[src/hdl/avc_ram.sv]
// ----------------------------------------------------------------------------
// avc_ram
// Generic simple dual-port RAM with one write port and a registered read port.
// ----------------------------------------------------------------------------
`default_nettype none

module avc_ram #(
  parameter int WIDTH = 8,
  parameter int DEPTH = 32
) (
  input  wire logic                     clk,
  input  wire logic                     we,
  input  wire logic [$clog2(DEPTH)-1:0] waddr,
  input  wire logic [WIDTH-1:0]         wdata,
  input  wire logic                     re,
  input  wire logic [$clog2(DEPTH)-1:0] raddr,
  output logic      [WIDTH-1:0]         rdata
);

  logic [WIDTH-1:0] mem_r [DEPTH];

  always_ff @(posedge clk) begin
    if (we) begin
      mem_r[waddr] <= wdata;
    end
    if (re) begin
      rdata <= mem_r[raddr];
    end
  end

endmodule

`default_nettype wire

[config.mk]
export PLATFORM = sky130hd
export DESIGN_NAME = avc_ram
export DESIGN_NICKNAME = d
export VERILOG_FILES = /design/src/hdl/avc_ram.sv
export SDC_FILE = /design/constraint.sdc
export NUM_CORES = 1
export LEC_CHECK = 0
export BUFFER_PORTS_ARGS = -buffer_cell sky130_fd_sc_hd__buf_2
export CAP_MARGIN = 15
export CORE_UTILIZATION = 60
export CTS_CLUSTER_DIAMETER = 30
export DETAILED_ROUTE_END_ITERATION = 7
export GPL_ROUTABILITY_DRIVEN = 0
export PLACE_DENSITY = 0.84
export SETUP_SLACK_MARGIN = 0.1
export SYNTH_ARGS = -nofsm -noshare
export SYNTH_HDL_FRONTEND = slang
export SYNTH_SLANG_ARGS = --single-unit
[constraint.sdc]
create_clock -name clk -period 2.35 [get_ports clk]
set_input_delay 0.1175 -clock clk [delete_from_list [all_inputs] [get_ports clk]]
set_output_delay 0.1175 -clock clk [all_outputs]
set_load 0.05 [all_outputs]
==> flow_metrics.env <==
export IMPL_synth_cell_type_count=14
export IMPL_setup_tns_ps=0
export IMPL_place_area_sq_mm=0.0108
export IMPL_period_needed_ps=1990
export IMPL_syn_num_nets=438
export IMPL_dieWidth_um=132
export IMPL_fin_area_sq_mm=0.0120
export IMPL_cts_hold_buf=1
export IMPL_syn_inst=417
export IMPL_r2r_cells=3
export IMPL_synth_largest_area_cell="edfxtp_1"
export IMPL_num_vias=4991
export IMPL_hpwl_um=12300
export IMPL_final_cell_mix="edfxtp_1, mux4_2, clkbuf_16"
export IMPL_fp_dieH_um=132
export IMPL_worst_pin_slew_ps=804
export IMPL_n_antenna_cell=0
export IMPL_grt_max_degree=65
export IMPL_routed_wirelength_um=22800
export IMPL_leakage_nw=3.89
export IMPL_drt_initial_drc_count=647
export IMPL_synth_area_sq_mm=0.0101
export IMPL_status="completed"
export IMPL_start_util=0.613
export IMPL_cts_setup_buffers=0
export IMPL_yosysSeqAreaShare=0.782
export IMPL_post_place_ws_ps=134
export IMPL_ys_top_cells_by_area="edfxtp_1, mux4_2, nor2_1"
export IMPL_antenna_found_initial=0
export IMPL_h_tree_depth=2
export IMPL_vias_per_cell=6.70
export IMPL_p_clk_frac=0.490
export IMPL_ctsRootBufferMaster="clkbuf_16"
export IMPL_grt_overflow_total=0
export IMPL_hold_depth=1
export IMPL_cp_num_buf_inv=0
export IMPL_fmax_mhz=504
export IMPL_ctsResizeCount=0
export IMPL_io_buffers=28
export IMPL_rr_endpoint="rdata[6]"
export IMPL_final_common_cell="edfxtp_1"
export IMPL_hold_viol=0
export IMPL_cp_data_arrival_time_ps=2240
export IMPL_fin_skew_ps=21.0
export IMPL_r2r_slack_ps=360
export IMPL_hp_start="wdata[5]"
export IMPL_core_area_sq_mm=0.0165
export IMPL_whs_ps=140
export IMPL_critPathRequiredTime_ps=2610
export IMPL_globalRouteTotalUtil=0.280
export IMPL_swShare=0.208
export IMPL_utilization=0.726
export IMPL_drive_gt1_frac=0.398
export IMPL_layout_setup_ws_ps=364
export IMPL_cts_tree="done"
export IMPL_rsz0062_at_grt="false"
export IMPL_cts_sinks=264
export IMPL_timing_final_crit_share=0.845
export IMPL_vdd_ir_drop_max_mv=0.556
export IMPL_grt_pass1_vias=5204
export IMPL_p_sw_mw=2.38
export IMPL_post_drt_wl_per_cell_um=30.6
export IMPL_r2r_start="mem_r[21][6]"
export IMPL_power_frac_comb=0.048
export IMPL_synth_seq_cells=264
export IMPL_dp_cells=679
export IMPL_fin_nets=520
export IMPL_rows=47
export IMPL_setup_viol=0
export IMPL_die_area_sq_mm=0.0174
export IMPL_worstPathCellList="mux4_2 > mux4_2 > mux2_2"
export IMPL_first_pass_iters=5
export IMPL_clkTransAtPathRegs_ps=50
export IMPL_slowest_stage="mux4_2"
export IMPL_slew_headroom=0.462
export IMPL_startpoint_type="flop"
export IMPL_avgSynthCellArea_sq_um=24.3
export IMPL_crit_family="multiplexers"
export IMPL_cp_startpoint="mem_r[21][6]"
export IMPL_maxCapViolCount=0
export IMPL_grt_pass1_wl_um=34500
export IMPL_ios=29
export IMPL_slowest_delay_ps=540
export IMPL_cts_max_path_buffers=3
export IMPL_critPathCaptureType="flop"
export IMPL_cts_buffers=37
export IMPL_worst_path_most_repeated_cell="mux4_2"
export IMPL_p_int_mw=9.06
export IMPL_power_total_mw=11.4
export IMPL_drtAntennaViolNets=0
export IMPL_hp_class="in2reg"
export IMPL_crit_fanout=1
export IMPL_ys_warn_count=0
export IMPL_drc_errors=0
export IMPL_insertion_delay_ps=520
export IMPL_syn_to_final_growth_pct=18.4
export IMPL_power_density_mw_per_mm2=953
export IMPL_critical_path_class="reg2reg"
export IMPL_synth_top_area_frac=0.782
export IMPL_seqPwrFrac=0.462
export IMPL_drv_slew=0
export IMPL_min_delay_worst_endpoint="mem_r[17][5]"
export IMPL_instances_no_fill=745
==> power by group through the flow <==
stage               clock network, mW  registers, mW  logic [mW]
floorplan                           0           5.42       0.279
global placement                    0           5.37       0.520
detailed placement                  0           5.38       0.538
CTS                              5.64           5.28       0.555
global route                     5.83           5.29       0.577
finish                           5.60           5.28       0.552
==> cell families after synthesis <==
family | count (synthesis) | synth area share
buf+inv | 20 | 0.0105
simple gates | 45 | 0.0205
flops | 264 | 0.782
mux | 88 | 0.187
==> worst max-delay path by stage <==
stage,end,slack [ps],cells after the start
2_1_floorplan,rdata[0],290,5
3_3_place_gp,rdata[0],150,5
3_5_place_dp,rdata[5],130,5
4_1_cts,rdata[0],360,3
5_1_grt,rdata[6],350,3
6_report,rdata[6],360,3
==> per-layer routing <==
| layer | GRT usage | part of all wire | vias to the layer above |
|---|---|---|---|
| met5 | 0 | 0 | - |
| met4 | 0.0885 | 0.023 | 0 |
| met3 | 0.0584 | 0.10 | 47 |
| met2 | 0.438 | 0.49 | 344 |
| met1 | 0.406 | 0.39 | 2650 |
| li1 | - | - | 1950 |
==> synth_stat cells <==
cell / instances
edfxtp_1: 264
mux4_2: 80
nor2_1: 33
mux2_2: 8
buf_1: 6
buf_4: 6
clkbuf_1: 6
nand3b_1: 5
or3b_2: 3
nand3_1: 2
buf_2: 1
buf_6: 1
nand2_1: 1
or3_1: 1
==> registers in the layout, indices dropped and copies added (netlist names) <==
| register | count |
|---|---|
| mem_r | 256 |
| rdata | 8 |
==> area by class of cell <==
| type | instances | area [sq um] |
|---|---|---|
| sequential | 264 | 7930 |
| fill | 857 | 4520 |
| multi-input combinational | 133 | 2100 |
| clock buffer | 42 | 945 |
| timing repair buffer | 63 | 458 |
| clock inverter | 23 | 297 |
| tap | 220 | 275 |
No activity file was read; power rests on OpenSTA's default activity.
